[config.mk]
export PLATFORM = sky130hd
export DESIGN_NAME = masked_template_byte_matcher_top
export DESIGN_NICKNAME = d
export VERILOG_FILES = /design/src/rtl/core/mtbm_pkg.sv /design/src/rtl/core/mtbm_template_mem.sv /design/src/rtl/core/mtbm_out_buf.sv /design/src/rtl/core/masked_template_byte_matcher_top.sv
export VERILOG_INCLUDE_DIRS = /design/src /design/src/rtl/core
export SDC_FILE = /design/constraint.sdc
export NUM_CORES = 1
export LEC_CHECK = 0
export BUFFER_PORTS_ARGS = -buffer_cell sky130_fd_sc_hd__buf_2
export CAP_MARGIN = 20
export CELL_PAD_IN_SITES_DETAIL_PLACEMENT = 1
export CELL_PAD_IN_SITES_GLOBAL_PLACEMENT = 2
export CORE_UTILIZATION = 47
export DETAILED_ROUTE_END_ITERATION = 8
export GPL_ROUTABILITY_DRIVEN = 0
export PLACE_DENSITY = 0.77
export SYNTH_ARGS = -nofsm -noshare
export SYNTH_HDL_FRONTEND = slang
export SYNTH_SLANG_ARGS = --single-unit
[constraint.sdc]
create_clock -name clk -period 10.05 [get_ports clk]
set_input_delay 2.01 -clock clk [delete_from_list [all_inputs] [get_ports clk]]
set_output_delay 2.01 -clock clk [all_outputs]
set_load 0.01 [all_outputs]
[src/rtl/core/masked_template_byte_matcher_top_macros.svh]
// Assertion macros for the masked template byte matcher.
// Used by the top level and the result buffer; no other dependencies.
`ifndef MASKED_TEMPLATE_BYTE_MATCHER_TOP_MACROS_SVH
`define MASKED_TEMPLATE_BYTE_MATCHER_TOP_MACROS_SVH
`ifndef NO_ASSERTIONS
`define MTBM_ASSERT(label, clk, rst, prop, msg) \
  label: assert property (@(posedge clk) disable iff (rst) prop) else $error(msg);
`define MTBM_ASSERT_ANY(label, clk, prop, msg) \
  label: assert property (@(posedge clk) prop) else $error(msg);
`else
`define MTBM_ASSERT(label, clk, rst, prop, msg)
`define MTBM_ASSERT_ANY(label, clk, prop, msg)
`endif
`endif

[src/rtl/core/mtbm_pkg.sv]
// Shared types and constants of the masked template byte matcher.
// No dependencies.
`default_nettype none

package mtbm_pkg;

  localparam int DEFAULT_TEMPLATE_DEPTH = 32;

  localparam logic       KIND_STREAM = 1'b0;
  localparam logic       KIND_LOAD   = 1'b1;

  localparam logic [1:0] CLS_LITERAL  = 2'd0;
  localparam logic [1:0] CLS_FIXED    = 2'd1;
  localparam logic [1:0] CLS_VARIABLE = 2'd2;

  localparam logic [5:0] LENGTH_RESET = 6'd16;
  localparam logic [5:0] FIELD_MAX    = 6'd63;

  typedef struct packed {
    logic [7:0] chr;
    logic [1:0] cls;
  } mtbm_entry_t;

  typedef struct packed {
    logic       captured_valid;
    logic [4:0] field_index;
    logic [7:0] captured_byte;
    logic       frame_done;
    logic       mismatch;
  } mtbm_result_t;

endpackage

`default_nettype wire

[src/rtl/core/mtbm_template_mem.sv]
// Template store: one write port, two registered read ports.
// A write to an address being read in the same cycle forwards the new entry.
// Depends on mtbm_pkg.
`default_nettype none

module mtbm_template_mem
  import mtbm_pkg::*;
#(
  parameter int TEMPLATE_DEPTH = DEFAULT_TEMPLATE_DEPTH,
  localparam int AW = $clog2(TEMPLATE_DEPTH)
) (
  input  wire logic          clk,
  input  wire logic          we,
  input  wire logic [AW-1:0] waddr,
  input  wire mtbm_entry_t   wentry,
  input  wire logic [AW-1:0] raddr_a,
  input  wire logic [AW-1:0] raddr_b,
  output mtbm_entry_t        rentry_a,
  output logic [7:0]         rchar_b
);

  mtbm_entry_t mem [TEMPLATE_DEPTH];

  always_ff @(posedge clk) begin
    if (we) begin
      mem[waddr] <= wentry;
    end
  end

  always_ff @(posedge clk) begin
    rentry_a <= (we && waddr == raddr_a) ? wentry : mem[raddr_a];
    rchar_b  <= (we && waddr == raddr_b) ? wentry.chr : mem[raddr_b].chr;
  end

endmodule

`default_nettype wire

[src/rtl/core/mtbm_out_buf.sv]
// Two-entry result buffer between the matcher and the result channel.
// Depends on mtbm_pkg and the assertion macro header.
`default_nettype none

`include "masked_template_byte_matcher_top_macros.svh"

module mtbm_out_buf
  import mtbm_pkg::*;
(
  input  wire logic         clk,
  input  wire logic         rst,
  input  wire logic         push,
  input  wire mtbm_result_t push_data,
  output logic              full,
  output logic              out_valid,
  input  wire logic         out_ready,
  output mtbm_result_t      out_data
);

  mtbm_result_t slots [2];
  logic         wr_ptr;
  logic         rd_ptr;
  logic [1:0]   count;
  logic         pop;

  assign pop       = out_valid && out_ready;
  assign full      = (count == 2'd2);
  assign out_valid = (count != 2'd0);
  assign out_data  = slots[rd_ptr];

  always_ff @(posedge clk) begin
    if (push) begin
      slots[wr_ptr] <= push_data;
    end
  end

  always_ff @(posedge clk) begin
    if (rst) begin
      wr_ptr <= 1'b0;
      rd_ptr <= 1'b0;
      count  <= 2'd0;
    end else begin
      if (push) begin
        wr_ptr <= ~wr_ptr;
      end
      if (pop) begin
        rd_ptr <= ~rd_ptr;
      end
      count <= count + 2'(push) - 2'(pop);
    end
  end

  `MTBM_ASSERT(a_no_push_full, clk, rst, !(push && full && !pop), "result pushed into full buffer")
  `MTBM_ASSERT_ANY(a_reset_empty, clk, (rst |=> count == 2'd0), "buffer not empty after reset")

endmodule

`default_nettype wire

[src/rtl/core/masked_template_byte_matcher_top.sv]
// Masked template byte matcher: walks a byte stream through a stored template.
// Uses mtbm_pkg, mtbm_template_mem, mtbm_out_buf and the assertion macro header.
//
// Usage:
//  - Request channel (in_valid/in_ready): kind 1 loads one template entry
//    (entry_index, entry_char, entry_class); kind 0 presents a stream byte.
//  - Every request yields exactly one result on the result channel
//    (out_valid/out_ready): captured byte with its field index, frame_done,
//    mismatch. A load yields an all-zero result.
//  - Configuration (cfg_valid/cfg_ready, cfg_data) sets template_length;
//    write it only while no request is in flight.
//  - Throughput is one request per cycle while in_ready is high. The
//    template entry at the match position and the next entry's character
//    are prefetched from the template memory, addressed by the position
//    computed this cycle, so the compare-and-advance loop needs no wait state.
//  - Each result is registered in the result buffer before it appears on out_valid.
//  - A two-entry result buffer lets a request be taken while one result
//    waits; in_ready drops only when both entries are held, or while
//    rst is high.
//  - Reset (rst, synchronous): match position 0, field count 0, length 16,
//    result buffer empty. Template entries are undefined until loaded.
`default_nettype none

`include "masked_template_byte_matcher_top_macros.svh"

module masked_template_byte_matcher_top
  import mtbm_pkg::*;
#(
  parameter int TEMPLATE_DEPTH = DEFAULT_TEMPLATE_DEPTH
) (
  input  wire logic       clk,
  input  wire logic       rst,
  input  wire logic       in_valid,
  output logic            in_ready,
  input  wire logic       kind,
  input  wire logic [7:0] data_byte,
  input  wire logic [4:0] entry_index,
  input  wire logic [7:0] entry_char,
  input  wire logic [1:0] entry_class,
  output logic            out_valid,
  input  wire logic       out_ready,
  output logic            captured_valid,
  output logic [4:0]      field_index,
  output logic [7:0]      captured_byte,
  output logic            frame_done,
  output logic            mismatch,
  input  wire logic       cfg_valid,
  output logic            cfg_ready,
  input  wire logic [5:0] cfg_data
);

  localparam int AW = $clog2(TEMPLATE_DEPTH);
  localparam int PW = (AW + 1 > 7) ? AW + 1 : 7;
  localparam logic [AW-1:0] LAST_ADDR = AW'(TEMPLATE_DEPTH - 1);
  localparam logic [PW-1:0] DEPTH_P   = PW'(TEMPLATE_DEPTH);

  logic [5:0]    template_length;
  logic [AW-1:0] pos;
  logic          prev_lit;
  logic [5:0]    cur_field;

  logic [AW-1:0] pos_next;
  logic          prev_lit_next;
  logic [5:0]    cur_field_next;

  mtbm_entry_t   cur_entry;
  logic [7:0]    term_char;
  mtbm_entry_t   wentry;
  logic          we;
  logic [AW-1:0] raddr_a;
  logic [AW-1:0] raddr_b;

  logic          in_fire;
  logic          byte_fire;
  logic          load_fire;
  logic          buf_full;
  logic          take;
  logic          skip;
  logic          hit;
  logic          miss;
  logic          done;
  logic [5:0]    field_new;
  logic [PW-1:0] step_pos;
  logic [PW-1:0] len_eff;
  mtbm_result_t  result;
  mtbm_result_t  out_data;

  assign in_ready  = !buf_full && !rst;
  assign cfg_ready = !rst;
  assign in_fire   = in_valid && in_ready;
  assign byte_fire = in_fire && (kind == KIND_STREAM);
  assign load_fire = in_fire && (kind == KIND_LOAD);

  // Match decision for the byte against the prefetched entry.
  always_comb begin
    take = (cur_entry.cls == CLS_FIXED) ||
           (cur_entry.cls == CLS_VARIABLE && term_char != data_byte);
    skip = (cur_entry.cls == CLS_VARIABLE) && (term_char == data_byte);
    hit  = !take && !skip && (cur_entry.chr == data_byte);
    miss = !take && !skip && !hit;

    field_new = cur_field + 6'((prev_lit && cur_field != FIELD_MAX) ? 1 : 0);

    step_pos = PW'(pos);
    if (skip) begin
      step_pos = PW'(pos) + PW'(2);
    end else if (hit || cur_entry.cls == CLS_FIXED) begin
      step_pos = PW'(pos) + PW'(1);
    end

    len_eff = (PW'(template_length) > DEPTH_P) ? DEPTH_P : PW'(template_length);
    done    = !miss && (step_pos >= len_eff);
  end

  always_comb begin
    pos_next       = pos;
    prev_lit_next  = prev_lit;
    cur_field_next = cur_field;
    result         = '0;
    if (byte_fire) begin
      result.mismatch   = miss;
      result.frame_done = done;
      if (take) begin
        result.captured_valid = 1'b1;
        result.field_index    = 5'(field_new - 6'd1);
        result.captured_byte  = data_byte;
      end
      if (miss || done) begin
        pos_next       = '0;
        prev_lit_next  = 1'b1;
        cur_field_next = '0;
      end else begin
        pos_next       = step_pos[AW-1:0];
        prev_lit_next  = !take;
        cur_field_next = take ? field_new : cur_field;
      end
    end
  end

  // Prefetch the entries for the next byte from the position decided now.
  assign raddr_a = rst ? '0 : pos_next;
  assign raddr_b = (raddr_a == LAST_ADDR) ? '0 : raddr_a + AW'(1);

  assign we         = load_fire && (int'(entry_index) < TEMPLATE_DEPTH);
  assign wentry.chr = entry_char;
  assign wentry.cls = entry_class;

  always_ff @(posedge clk) begin
    if (rst) begin
      template_length <= LENGTH_RESET;
      pos             <= '0;
      prev_lit        <= 1'b1;
      cur_field       <= '0;
    end else begin
      if (cfg_valid && cfg_ready) begin
        template_length <= cfg_data;
      end
      pos       <= pos_next;
      prev_lit  <= prev_lit_next;
      cur_field <= cur_field_next;
    end
  end

  mtbm_template_mem #(
    .TEMPLATE_DEPTH(TEMPLATE_DEPTH)
  ) u_mem (
    .clk     (clk),
    .we      (we),
    .waddr   (AW'(entry_index)),
    .wentry  (wentry),
    .raddr_a (raddr_a),
    .raddr_b (raddr_b),
    .rentry_a(cur_entry),
    .rchar_b (term_char)
  );

  mtbm_out_buf u_buf (
    .clk      (clk),
    .rst      (rst),
    .push     (in_fire),
    .push_data(result),
    .full     (buf_full),
    .out_valid(out_valid),
    .out_ready(out_ready),
    .out_data (out_data)
  );

  assign captured_valid = out_data.captured_valid;
  assign field_index    = out_data.field_index;
  assign captured_byte  = out_data.captured_byte;
  assign frame_done     = out_data.frame_done;
  assign mismatch       = out_data.mismatch;

  `MTBM_ASSERT(a_pos_in_range, clk, rst, (int'(pos) < TEMPLATE_DEPTH), "match position out of range")
  `MTBM_ASSERT(a_restart, clk, rst, ((byte_fire && (miss || done)) |=> (pos == '0 && prev_lit && cur_field == '0)), "no restart after mismatch or frame end")
  `MTBM_ASSERT(a_load_holds_pos, clk, rst, (load_fire |=> $stable(pos) && $stable(cur_field)), "template load moved match state")

endmodule

`default_nettype wire
-- Yosys cells after proc, flatten, opt, wreduce, memory -nomap -nowiden
Memory sizes are Yosys's and may differ from the RTL's. A register that Yosys moved wholly into a read port is not among the register bits.
Cells that the tools add are included.
- bits in registers: 30
- RAM bits: 352
- bits of input ports: 35
- output and inout bits: 19
- memories: 2
- add/sub/neg operators: 7
- magnitude comparators: 2
- eq/ne operators: 9
- multiplexer cells: 20
- bitwise operators: 3
- reductions and logical operators: 26
- memory list (name ; depth ; bits a word ; rd ports ; clocked after Yosys merged registers in ; write ports ; line ; text):
    u_mem.mem ; 32 ; 10 ; 2 ; 1 ; 1 ; mtbm_template_mem.sv:22 ; mtbm_entry_t mem [TEMPLATE_DEPTH];
    u_buf.slots ; 2 ; 16 ; 1 ; 1 ; 1 ; mtbm_out_buf.sv:20 ; mtbm_result_t slots [2];
- operators by type and width (cell ; count):
    2-to-1 mux 6 bit ; 4
    2-to-1 mux 5 bit ; 4
    == test 8 bit ; 2
    2-to-1 mux 16 bit ; 1
    logical AND 1 bit ; 14
    2-to-1 mux 14 bit ; 1
    2-to-1 mux 1 bit ; 8
    2-to-1 mux 8 bit ; 1
    != test 8 bit ; 1
    greater-or-equal comparator 7 x 6 -> 1 bit ; 1
    2-to-1 mux 7 bit ; 1
    adder 5 x 1 -> 6 bit, second input constant ; 1
    adder 5 x 2 -> 6 bit, second input constant ; 1
    adder 6 x 1 -> 6 bit ; 1
    greater-than comparator 6 bit, second input constant ; 1
    logical NOT 1 bit ; 6
    != test 6 bit, second input constant ; 1
    adder 5 x 1 -> 5 bit, second input constant ; 1
    == test 5 bit ; 1
    == test 5 bit, second input constant ; 1
    subtractor 5 x 1 -> 5 bit, second input constant ; 1
    == test 2 bit, second input constant ; 2
    nonzero test 2 bit ; 2
    logical OR 1 bit ; 3
    5 further kinds ; 7

-- Logic depth before layout (Yosys ltp)
Gate-level depths: netlist of the first run.
- depth in word-level cells: 20
- mapped depth: 37
- mapped depth without buffers: 28

-- Cells and area by module
Synthesis of the first run repeated with hierarchy kept, for this count alone.
- cells, all modules: 1024
- area, all modules: 18061.1 um2
- by module, submodules not included (module ; instances ; cells each ; area an instance (um2)):
    mtbm_template_mem ; 1 ; 734 ; 14879.3
    masked_template_byte_matcher_top ; 1 ; 217 ; 1736.7
    mtbm_out_buf ; 1 ; 73 ; 1445.1

-- Worst setup path after synthesis of the first run
No wires, ideal clock.
- path type: input to register
- start point: input data_byte[6]
- end point: register u_mem.rchar_b[7]
- library setup time: 121 ps
- data arrival time: 7715 ps
- required time: 9929 ps
- slack: 2214 ps
- stages: 25
- buffers on the path: 5
- cell sequence: xnor2_1 > nand4_1 > o31ai_1 > xnor2_1 > ha_1 > nand2b_1 > a21o_1 > a21o_1 > a21o_1 > a21o_1 > a21oi_1 > a21oi_1 > a21oi_1 > a21boi_2 > buf_2 > buf_2 > ha_1 > buf_1 > clkbuf_1 > clkbuf_1 > mux2_2 > o2111ai_1 > nand4_1 > mux2_1 > mux2_4
- longest elaborated chain between the ends: 20
- ends and longest elaborated chain (what ; line ; text):
    start: declaration ; masked_template_byte_matcher_top.sv:36 ; input wire logic [7:0] data_byte,
    != test 8 bit ; masked_template_byte_matcher_top.sv:97 ; (cur_entry.cls == CLS_VARIABLE && term_char != data_byte);
    logical AND 1 bit ; masked_template_byte_matcher_top.sv:97 ;
    logical OR 1 bit ; masked_template_byte_matcher_top.sv:96 ; take = (cur_entry.cls == CLS_FIXED) ||
    logical NOT 1 bit ; masked_template_byte_matcher_top.sv:99, masked_template_byte_matcher_top.sv:100 ;
    logical AND 1 bit ; masked_template_byte_matcher_top.sv:99, masked_template_byte_matcher_top.sv:100 ;
    logical AND 1 bit ; masked_template_byte_matcher_top.sv:99 ; hit = !take && !skip && (cur_entry.chr == data_byte);
    logical OR 1 bit ; masked_template_byte_matcher_top.sv:107 ; end else if (hit || cur_entry.cls == CLS_FIXED) begin
    2-to-1 mux 6 bit ; masked_template_byte_matcher_top.sv:107 ;
    [... 4 more ...] ; -- ;
    2-to-1 mux 5 bit (*) ; masked_template_byte_matcher_top.sv:128 ; if (miss || done) begin
    2-to-1 mux 5 bit (*) ; masked_template_byte_matcher_top.sv:120 ; if (byte_fire) begin
    2-to-1 mux 5 bit (*) ; -- ;
    via raddr_a[0] ; masked_template_byte_matcher_top.sv:70 ; logic [AW-1:0] raddr_a;
    adder 5 x 1 -> 5 bit or == test 5 bit (tied branches) ; masked_template_byte_matcher_top.sv:142 ; assign raddr_b = (raddr_a == LAST_ADDR) ? '0 : raddr_a + AW'(1);
    2-to-1 mux 5 bit (*) ; masked_template_byte_matcher_top.sv:142 ;
    branches (longest 2 deep; another with memory read (32 x 10 bit)) ; -- ;
    2-to-1 mux 8 bit (*) ; mtbm_template_mem.sv:32 ; rchar_b <= (we && waddr == raddr_b) ? wentry.chr : mem[raddr_b].chr;
    end signal: assignment ; mtbm_template_mem.sv:32 ;
    end: declaration ; mtbm_template_mem.sv:19 ; output logic [7:0] rchar_b
Mark *: on every way through the listed nets, which the timed path passes.
A chain may end at the register's enable or synchronous reset.

-- Worst setup path after layout of the first run
- start point: register pos[1]
- end point: register u_mem.rchar_b[3]
- longest elaborated chain between the ends: 14
- ends and longest elaborated chain (what ; line ; text):
    start: declaration ; masked_template_byte_matcher_top.sv:58 ; logic [AW-1:0] pos;
    start signal: assignment ; masked_template_byte_matcher_top.sv:158 ; pos <= pos_next;
    adder 5 x 1 -> 6 bit ; masked_template_byte_matcher_top.sv:108 ; step_pos = PW'(pos) + PW'(1);
    2-to-1 mux 6 bit ; masked_template_byte_matcher_top.sv:107 ;
    2-to-1 mux 7 bit ; masked_template_byte_matcher_top.sv:105 ; if (skip) begin
    greater-or-equal comparator 7 x 6 -> 1 bit ; masked_template_byte_matcher_top.sv:112 ; done = !miss && (step_pos >= len_eff);
    logical AND 1 bit ; masked_template_byte_matcher_top.sv:112 ;
    logical OR 1 bit ; masked_template_byte_matcher_top.sv:128 ;
    2-to-1 mux 5 bit ; masked_template_byte_matcher_top.sv:128 ;
    2-to-1 mux 5 bit (*) ; masked_template_byte_matcher_top.sv:120 ;
    2-to-1 mux 5 bit (*) ; -- ;
    via raddr_a[1] ; masked_template_byte_matcher_top.sv:70 ;
    adder 5 x 1 -> 5 bit or == test 5 bit (tied branches) ; masked_template_byte_matcher_top.sv:142 ;
    2-to-1 mux 5 bit (*) ; masked_template_byte_matcher_top.sv:142 ;
    branches (longest 2 deep; another with memory read (32 x 10 bit)) ; -- ;
    2-to-1 mux 8 bit (*) ; mtbm_template_mem.sv:32 ;
Marked as above.

==> results of run 1 <==
## cell families (layout without fill, tap and decap cells)
family,Yosys count,count (layout),synth area share
AOI/OAI and AO/OA,160,160,0.06615
xor gates and xnor gates,34,34,0.01664
adders and majority gates,15,15,0.01023
buffers and inverters,98,182,0.02551
DFF,383,383,0.6100
muxes,243,243,0.1965
and+or+nand+nor,247,247,0.07495
## sequential cells by signal (all words and copies together), names as in the netlist, named ones only
| name | flops |
|---|---|
| template_length | 6 |
| u_buf.slots | 32 |
| u_mem.rchar_b | 8 |
| cur_field | 6 |
| u_buf.wr_ptr | 1 |
| u_buf.count | 2 |
| u_mem.mem | 320 |
| pos | 5 |
| u_buf.rd_ptr | 1 |
| prev_lit | 1 |
## area by class of cell
| cell class | instances | area [um2] | area share |
|---|---|---|---|
| clock buffer | 57 | 1192 | 0.05787 |
| clock inverter | 22 | 181.4 | 0.008805 |
| inverter | 12 | 45.04 | 0.002186 |
| multi-input combinational | 699 | 6750 | 0.3276 |
| sequential | 383 | 11200 | 0.5435 |
| tap | 518 | 648.1 | 0.03146 |
| timing repair buffer | 91 | 588.1 | 0.02854 |
## routing by layer
| layer | global-route usage | share of wire |
|---|---|---|
| met1 | 0.3497 | 0.41 |
| met2 | 0.4482 | 0.49 |
| met3 | 0.04793 | 0.060 |
| met4 | 0.09217 | 0.033 |
| met5 | 0 | 0.00027 |
## per-stage QoR
stage / util / hold slack [ps] / area (um2) / instances / power, W
after floorplan: - / 442.0 / 18350 / 1180 / 0.002060
after global placement: 0.4987 / 479.2 / 19230 / 1703 / 0.002182
after detailed placement: 0.4987 / 483.7 / 19230 / 1703 / 0.002190
after CTS: 0.5344 / 500.1 / 20600 / 1782 / 0.003737
after global routing: 0.5344 / 528.7 / 20600 / 1782 / 0.003817
final: 0.5344 / 491.0 / 20600 / 1782 / 0.003709
## power groups by stage
stage | sequential, W | combinational, W | clock (W)
2_1_floorplan | 0.00181 | 0.000254 | 0
3_3_place_gp | 0.00182 | 0.000358 | 0
3_5_place_dp | 0.00182 | 0.000365 | 0
4_1_cts | 0.00179 | 0.000368 | 0.00158
5_1_grt | 0.00179 | 0.000395 | 0.00163
6_report | 0.00179 | 0.000364 | 0.00155
## cells in the mapped netlist (7+ instances only)
cell type / instances
a22oi_1: 10
nor3b_1: 15
a21oi_1: 21
a211oi_1: 26
nor2b_1: 22
inv_1: 10
dfxtp_1: 31
and2_1: 17
clkbuf_1: 50
buf_1: 10
nor2_1: 71
mux4_2: 84
nor3_1: 7
buf_6: 8
mux2i_1: 90
nand3b_1: 7
o21ai_0: 7
buf_2: 14
mux2_2: 58
a2111oi_0: 15
xnor2_1: 27
nand2_1: 53
o221ai_1: 7
nand4bb_1: 15
nand4_1: 7
edfxtp_1: 352
o2111ai_1: 32
mux2_4: 9
ha_1: 15
## layout by cell type, fill, tap and decap left out, types with 9 or more instances in the layout
cell type / netlist / routed
edfxtp_1: 352 / 352
mux2i_1: 90 / 90
mux4_2: 84 / 84
mux2_2: 58 / 58
nor2_1: 71 / 54
nand2_1: 53 / 53
buf_2: 14 / 53
clkbuf_16: 0 / 46
buf_4: 3 / 35
o2111ai_1: 32 / 32
dfxtp_1: 31 / 29
xnor2_1: 27 / 27
a211oi_1: 26 / 26
nor2b_1: 22 / 22
a21oi_1: 21 / 21
nor2_2: 1 / 18
and2_1: 17 / 17
nor3b_1: 15 / 15
a2111oi_0: 15 / 15
nand4bb_1: 15 / 15
ha_1: 15 / 14
clkinv_1: 1 / 13
clkbuf_1: 50 / 11
inv_1: 10 / 10
a22oi_1: 10 / 10
mux2_4: 9 / 9
## worst register-to-register path, stage by stage (launching register included)
cell and delay [ps]:
dfxtp_4 690, nand3b_1 730, o221ai_1 590, a21oi_1 110, a22oi_1 340, xnor2_1 240
nand4_1 200, o31ai_1 490, xnor2_1 180, ha_1 240, nand2b_1 140, a21o_1 170
a21o_1 180, a21o_1 170, a21o_1 160, a21oi_1 410, a21oi_1 140, a21oi_1 300
o221a_1 320, ha_4 670, buf_4 430, buf_4 210, mux2_2 340, o2111ai_1 230
nand4bb_1 180, mux2_2 290, mux2_4 250
## worst max-delay path by stage
stage	startpoint	to
after floorplan	data_byte[6]	u_mem.rchar_b[7]$_DFF_P_
after global placement	pos[1]$_DFF_P_	u_mem.rchar_b[3]$_DFF_P_
after detailed placement	pos[1]$_DFF_P_	u_mem.rchar_b[3]$_DFF_P_
after CTS	pos[1]$_DFF_P_	u_mem.rchar_b[3]$_DFF_P_
after global routing	pos[1]$_DFF_P_	u_mem.rchar_b[3]$_DFF_P_
final	pos[1]$_DFF_P_	u_mem.rchar_b[3]$_DFF_P_
==> impl_metrics.toml, run 1 <==
[setup_path]
crit_path_start_kind = "flip-flop"
cp_slowest_cell = "nand3b_1"
reg2reg_from = "pos[1]$_DFF_P_"
critical_path.max_stage_delay_ps = 730
cp.arrival_ps = 8970
cp_max_fo = 41
ff2ff_setup_slack_ps = 1550
critPathTopFamily = "compound AO/OA/AOI/OAI gates"
critPathRequiredTime_ps = 10510
path_buf_inv = 2
reg2reg_depth = 26
critical_path_depth = 26
critPathCaptureType = "flip-flop"
r2r_end = "u_mem.rchar_b[3]$_DFF_P_"
worst-setup-path-type = "flip-flop to flip-flop"

[run]
drv_cap = 0

[grt]
grt.total_usage = 0.2674
grt_pass1_wl_mm = 75.41
antenna_found_initial = 2
grt_max_degree = 115
grt_overflow = 0
grt_pass1_vias = 11390

[routing]
drt_wl_total_mm = 52.02
drc_errors = 0
drt_iter0_markers = 927
routedWlPerCell_um = 29.19
firstDrtPassIters = 5
num_vias = 10980
via_per_inst = 6.163
postRouteAntennaNets = 0

[worst_hold_path]
hp-class = "flip-flop to flip-flop"
whs_path_depth = 2
min_from = "template_length[0]$_SDFFE_PP0P_"
whs_endpoint = "template_length[0]$_SDFFE_PP0P_"

[clock_network]
cts_max_level = 2
cts_buffers = 44
cts_tree = "built"
clock_sink_count = 383
clk_latency_ps = 580
cts-resized-gates = 0
path_clk_slew_ps = 60
cts_setup_buffers = 0
clock_path_buffers = 3
cts_hold_buf = 0
clock-root-buffer = "clkbuf_16"

[power]
p_seq_frac = 0.483
pwr-share-comb = 0.098
intPower_w = 0.002834
vdd_drop_max_v = 0.0001286
power.leakage_nw = 6.412
clockPowerShare = 0.419
p_switching_w = 0.0008753
p_per_area_nw_per_um2 = 180.0
netSwitchingFraction = 0.2360

[timing]
fmax_ghz = 0.1176
skew_ps = 20.98
drv_slew = 0
timing.final.crit_period_ps = 8504
hold_violations = 0
worst_slew_pin_slew_ps = 1036
rsz0062_at_grt = "false"
fin_crit_sh = 0.8461
setup_violations = 0
slew-limit-headroom = 0.3086
layout_setup_ws_ps = 1546
setup_tns_ps = 0

[die]
io_pins = 54
die_h_um = 199.6
die_x_um = 199.6
num_rows = 72
initial_utilization = 0.4758
core-area_um2 = 38560
die_area_um2 = 39830

[yosys]
post_synth.cell_area_avg_um2 = 15.55
synth_cell_type_count = 74
yosys.area.top_type = "edfxtp_1"
syn_nets = 1230
synth_edf_count = 352
ys_top_cells_by_area = "edfxtp_1, mux4_2, mux2i_1"
yosys_warnings = 0
synth_top_flop_cell = "edfxtp_1"
synth_cells = 1180
synthArstFlopShare = 0
netlist_area_um2 = 18350
yosysTopAreaCellShare = 0.5761
seq_area_frac_synth = 0.6100
ys_seq_elements = 383

[placed_design]
pre_cts_ws_ps = 1560
hpwlAfterDp_mm = 33.27
io_buffer_count = 53

[layout]
layout-drive-gt1-share = 0.2634
syn_to_final_growth_pct = 12.30
fill_cells = 3671
diodes = 0
nets = 1281

[outcome]
status = "complete, no violations"
Note: power is estimated with default switching activity, not from simulation.
==> run 2, diff against run 1 <==
Settings changed: ABC_AREA set to 1, CORE_UTILIZATION 47 to 36, PLACE_DENSITY 0.77 to 0.73.
Clock period 10.05 ns to 7 ns, I/O delays scaled along.
==> run 2 against run 1 <==
  * Power up 68%
  * Critical path type unchanged
  * Critical endpoint is now u_mem.rchar_b[2]$_DFF_P_
  * Synthesized area up 8.0%
  * Highest routed layer unchanged
  * Hold slack worse by 35 ps
  * Clock-buffer cell count up 1
==> impl_metrics.toml, run 2 <==
[outcome]
status = "complete, no violations"

[grt]
grt_pass1_wl_mm = 107.7
grt_max_degree = 184
grt.total_usage = 0.2595
antenna_found_initial = 2
grt_pass1_vias = 16990
grt_overflow = 0

[placed_design]
io_buffer_count = 53
dp_cells = 2919
hpwlAfterDp_mm = 46.29

[yosys]
synthArstFlopShare = 0
synth_top_flop_cell = "edfxtp_1"
ys_top_cells_by_area = "edfxtp_1, nand2_1, nand3_1"
netlist_area_um2 = 19820
ys_seq_elements = 383
yosys_warnings = 0
seq_area_frac_synth = 0.5646
synth_cell_type_count = 41
synth_commonest_cells = "nand2_1, edfxtp_1, nand3_1"
synth_cells = 2235
syn_nets = 2285
synth_edf_count = 352
yosysTopAreaCellShare = 0.5333
post_synth.cell_area_avg_um2 = 8.868
synth.most_common_cell = "nand2_1"
yosys.area.top_type = "edfxtp_1"

[clock_network]
cts_tree = "built"
cts_max_level = 2
clk_latency_ps = 600
cts_hold_buf = 0
clock_sink_count = 383
clock-root-buffer = "clkbuf_16"
path_clk_slew_ps = 50
clock_path_buffers = 3
cts_buffers = 47

[routing]
drc_errors = 0
drt_wl_total_mm = 72.72
via_per_inst = 5.419
num_vias = 16370
firstDrtPassIters = 5
drt_iter0_markers = 1205
postRouteAntennaNets = 0
routedWlPerCell_um = 24.07

[die]
initial_utilization = 0.3661
die_area_um2 = 56000
num_rows = 85
die_x_um = 236.6
die_h_um = 236.6
core-area_um2 = 54130
io_pins = 54

[timing]
hold_violations = 0
worst_slew_pin_slew_ps = 1082
fin_crit_sh = 0.9220
setup_violations = 0
timing.final.crit_period_ps = 6454
drv_slew = 0
skew_ps = 24.09
fmax_ghz = 0.1549
slew-limit-headroom = 0.2760

[power]
vdd_drop_max_v = 0.0002445
p_per_area_nw_per_um2 = 275.0
power.leakage_nw = 9.344

[setup_path]
critical_path.max_stage_delay_ps = 470
cp_max_fo = 43
r2r_end = "u_mem.rchar_b[2]$_DFF_P_"
critPathCaptureType = "flip-flop"
worst-setup-path-type = "flip-flop to flip-flop"
cp_slowest_cell = "dfxtp_4"
critPathRequiredTime_ps = 7480
ff2ff_setup_slack_ps = 550
reg2reg_depth = 46
crit_path_start_kind = "flip-flop"
cp.arrival_ps = 6930
crit_top_cell = "nand2_1"
critPathCapture = "u_mem.rchar_b[2]$_DFF_P_"
reg2reg_from = "pos[0]$_DFF_P_"
crit_path_start = "pos[0]$_DFF_P_"

[layout]
layout_commonest_cell = "nand2_1"
nets = 2332
layout-drive-gt1-share = 0.1056
finalCoreUtilization = 0.4175
syn_to_final_growth_pct = 14.04
largest_reg_flops = 320
top_register = "u_mem.mem"
reg_top3 = "u_mem.mem x320, u_buf.slots x32, u_mem.rchar_b x8"
layout_common_cells = "nand2_1, edfxtp_1, nand3_1"
final_cells = 3021

[worst_hold_path]
hp-class = "flip-flop to flip-flop"
min_from = "u_buf.rd_ptr$_SDFFE_PP0P_"

[run]
drv_cap = 0
run 2: stage by stage:
| step | hold WS (ps) | area [um2] | total power, W | setup TNS, ps | worst slack, ps |
|---|---|---|---|---|---|
| 6_report | 456.5 | 22600 | 0.006214 | 0 | 546.1 |
| 4_1_cts | 462.8 | 22460 | 0.006266 | 0 | 337.8 |
| 2_1_floorplan | 426.3 | 19820 | 0.003294 | 0 | 855.7 |
| 3_5_place_dp | 454.2 | 20890 | 0.003739 | 0 | 236.0 |
| 5_1_grt | 497.0 | 22590 | 0.006446 | -16.52 | -16.52 |
| 3_3_place_gp | 438.9 | 20800 | 0.003729 | 0 | 213.6 |
run 2: cell families after synthesis:
kind of cell / share of synthesized area
buffers and inverters: 0.08232
adders and majority gates: 0.009470
AOI/OAI and AO/OA: 0.06679
xor gates and xnor gates: 0.006187
and+or+nand+nor: 0.2615
muxes: 0.009091
DFF: 0.5646
run 2: final cells by class:
type                    count  area, um2
clock buffers              58       1217
repair buffers            124      978.4
multi-input cells        1474       7020
inverters                 252      955.9
flip-flops and latches    383      11200
diodes                      4      10.01
clock inverters            30      350.3
well taps                 696      870.8
fillers                  6267      31530
run 2: timing repair:
item | CTS | global route
gates resized for setup | 0 | 6
endpoints found under the setup margin | 0 | 8
endpoints found under the hold margin | 0 | 0
setup buffers | 0 | 3
run 2: where the power goes:
part           switching [W]  total, W  internal (W)
sequential         0.0000430   0.00259       0.00255
combinational       0.000776   0.00110      0.000327
clock               0.000993   0.00252       0.00153
total                0.00181   0.00621       0.00440
run 2: layer usage:
layer | vias to the layer above | wire (um) | GRT usage | share of wire
met5 | - | 9 | 0 | 0.00012
met4 | 2 | 2403 | 0.1035 | 0.033
met3 | 128 | 3020 | 0.03031 | 0.042
met2 | 401 | 36130 | 0.4473 | 0.50
met1 | 8276 | 31150 | 0.3314 | 0.43
li1 | 7563 | - | - | -
run 2: worst min-delay path by stage:
stage	endpoint	slack, ps	cells after the start
floorplan	flip-flop	430	1
global placement	u_buf.rd_ptr$_SDFFE_PP0P_	440	1
detailed placement	u_buf.rd_ptr$_SDFFE_PP0P_	450	1
CTS	u_buf.rd_ptr$_SDFFE_PP0P_	460	1
global route	u_buf.rd_ptr$_SDFFE_PP0P_	500	1
finish	u_buf.rd_ptr$_SDFFE_PP0P_	460	1
run 2: worst max-delay path: cells and delay by family, from the launching register on:
| family | cells | cell delay [ps] |
|---|---|---|
| compound gates | 6 | 1020 |
| fa+ha+maj | 3 | 710 |
| buf+inv | 7 | 840 |
| flops | 1 | 470 |
| simple gates | 30 | 3280 |
==> run 3, diff against run 2 <==
--- a/config.mk
+++ b/config.mk
@@ -14,2 +14,3 @@
 export CORE_UTILIZATION = 36
+export CTS_CLUSTER_SIZE = 14
 export DETAILED_ROUTE_END_ITERATION = 8
==> constraint.sdc (replaced) <==
create_clock -name clk -period 7 [get_ports clk]
set_input_delay 0.35 -clock clk [delete_from_list [all_inputs] [get_ports clk]]
set_output_delay 0.35 -clock clk [all_outputs]
set_load 0.01 [all_outputs]
==> run 3 against run 2 <==
  * Critical path depth shrank 1
  * Core utilization is essentially flat
  * Flip-flop and latch count is the same
  * Power shrank 3.5%
  * Worst setup slack lost 20 ps
  * Cell area is essentially flat
  * Combinational power is essentially flat
  * Clock-buffer cell count grew 5
  * Clock power shrank 9.5%
  * Routed wire length grew 1.3%
  * Via count shrank 0.84%
==> impl_metrics.toml, run 3 (synthesized netlist as in run 2, its figures left out) <==
[clock_network]
cts_max_level = 2
clk_latency_ps = 590
clock_sink_count = 383
clock_path_buffers = 3
path_clk_slew_ps = 60
clock-root-buffer = "clkbuf_16"
cts_tree = "built"
cts_buffers = 45

[die]
num_rows = 85
die_x_um = 236.6
die_h_um = 236.6
core-area_um2 = 54130
die_area_um2 = 56000
io_pins = 54
initial_utilization = 0.3661

[placed_design]
dp_cells = 2911
io_buffer_count = 53
hpwlAfterDp_mm = 44.62

[timing]
hold_violations = 0
fmax_ghz = 0.1545
setup_violations = 0
skew_ps = 26.96
drv_slew = 0
fin_crit_sh = 0.9248
timing.final.crit_period_ps = 6474
slew-limit-headroom = 0.2504
worst_slew_pin_slew_ps = 1120

[grt]
grt_max_degree = 184
antenna_found_initial = 2
grt_pass1_vias = 16340
grt_overflow = 0
grt_pass1_wl_mm = 105.4
grt.total_usage = 0.2553

[run]
drv_cap = 0

[setup_path]
worst-setup-path-type = "flip-flop to flip-flop"
critPathCaptureType = "flip-flop"
cp.arrival_ps = 6950
critPathRequiredTime_ps = 7470
crit_path_start_kind = "flip-flop"
cp_max_fo = 27
crit_top_cell = "nand2_1"
critical_path.max_stage_delay_ps = 470
crit_path_start = "pos[0]$_DFF_P_"
cp_slowest_cell = "dfxtp_4"
reg2reg_from = "pos[0]$_DFF_P_"

[routing]
postRouteAntennaNets = 0
num_vias = 16230
firstDrtPassIters = 5
drc_errors = 0
via_per_inst = 5.382
drt_iter0_markers = 1097
drt_wl_total_mm = 73.67
routedWlPerCell_um = 24.43

[layout]
finalCoreUtilization = 0.4172
layout-drive-gt1-share = 0.1056
nets = 2333
reg_top3 = "u_mem.mem x320, u_buf.slots x32, u_mem.rchar_b x8"
fill_cells = 6276
layout_commonest_cell = "nand2_1"
layout_common_cells = "nand2_1, edfxtp_1, nand3_1"
largest_reg_flops = 320
final_cells = 3016
top_register = "u_mem.mem"
syn_to_final_growth_pct = 13.95

[worst_hold_path]
hp-class = "input port to flip-flop"
min_from = "cfg_data[1]"

[outcome]
status = "complete, no violations"

[power]
vdd_drop_max_v = 0.0002016
power.leakage_nw = 9.319
p_per_area_nw_per_um2 = 265.6
[run 3: where the power goes]
group          switching [W]  total [W]  leakage, nW  internal, W
clock               0.000959    0.00228        0.688      0.00132
combinational       0.000795    0.00113         5.20     0.000339
sequential         0.0000382    0.00258         3.44      0.00255
total                0.00179    0.00600         9.32      0.00421
[run 3: final timing paths]
check | cells past startpoint | slack [ps] | end
setup / recovery | 45 | 530 | u_mem.rchar_b[5]$_DFF_P_
hold / removal | 3 | 40 | template_length[1]$_SDFFE_PP0P_
setup reg to reg | 45 | 530 | u_mem.rchar_b[5]$_DFF_P_
hold reg to reg | 1 | 470 | flip-flop
[run 3: per-stage QoR]
step	worst slack (ps)	power (W)	TNS [ps]	area, um2	hold slack, ps
5_1_grt	-16.37	0.006238	-22.68	22580	35.48
4_1_cts	69.65	0.006013	0	22250	18.47
3_3_place_gp	306.7	0.003717	0	20730	437.7
3_5_place_dp	129.6	0.003730	0	20840	456.0
6_report	526.2	0.005999	0	22580	39.08
2_1_floorplan	1340	0.003294	0	19820	426.3
[run 3: final cells by class]
cell class / instances / area (um2) / area share
antenna: 1 / 2.502 / 0.0001108
clock buffer: 63 / 1256 / 0.05563
clock inverter: 20 / 148.9 / 0.006593
inverter: 252 / 970.9 / 0.04299
multi-input combinational: 1474 / 7036 / 0.3115
sequential: 383 / 11200 / 0.4959
tap: 696 / 870.8 / 0.03856
timing repair buffer: 127 / 1100 / 0.04870
[run 3: worst max-delay path: cells and delay by family (launching register included)]
family	cells	cell delay, ps
simple gates	25	2630
compound gates	9	1360
buf+inv	8	1030
fa+ha+maj	3	850
flops	1	470
[run 3: timing repair]
| item | CTS | global route |
|---|---|---|
| hold endpoints to repair | 1 | 0 |
| gates resized for setup | 0 | 21 |
| setup buffers | 0 | 10 |
| hold buffers | 1 | 0 |
| endpoints found under the setup margin | 0 | 8 |
[run 3: routing by layer]
layer / global-route usage / wire [um] / vias up
li1: - / - / 7556
met1: 0.3293 / 31750 / 8204
met2: 0.4534 / 37290 / 377
met3: 0.02425 / 2829 / 96
met4: 0.07320 / 1794 / 0
met5: 0 / 0 / -
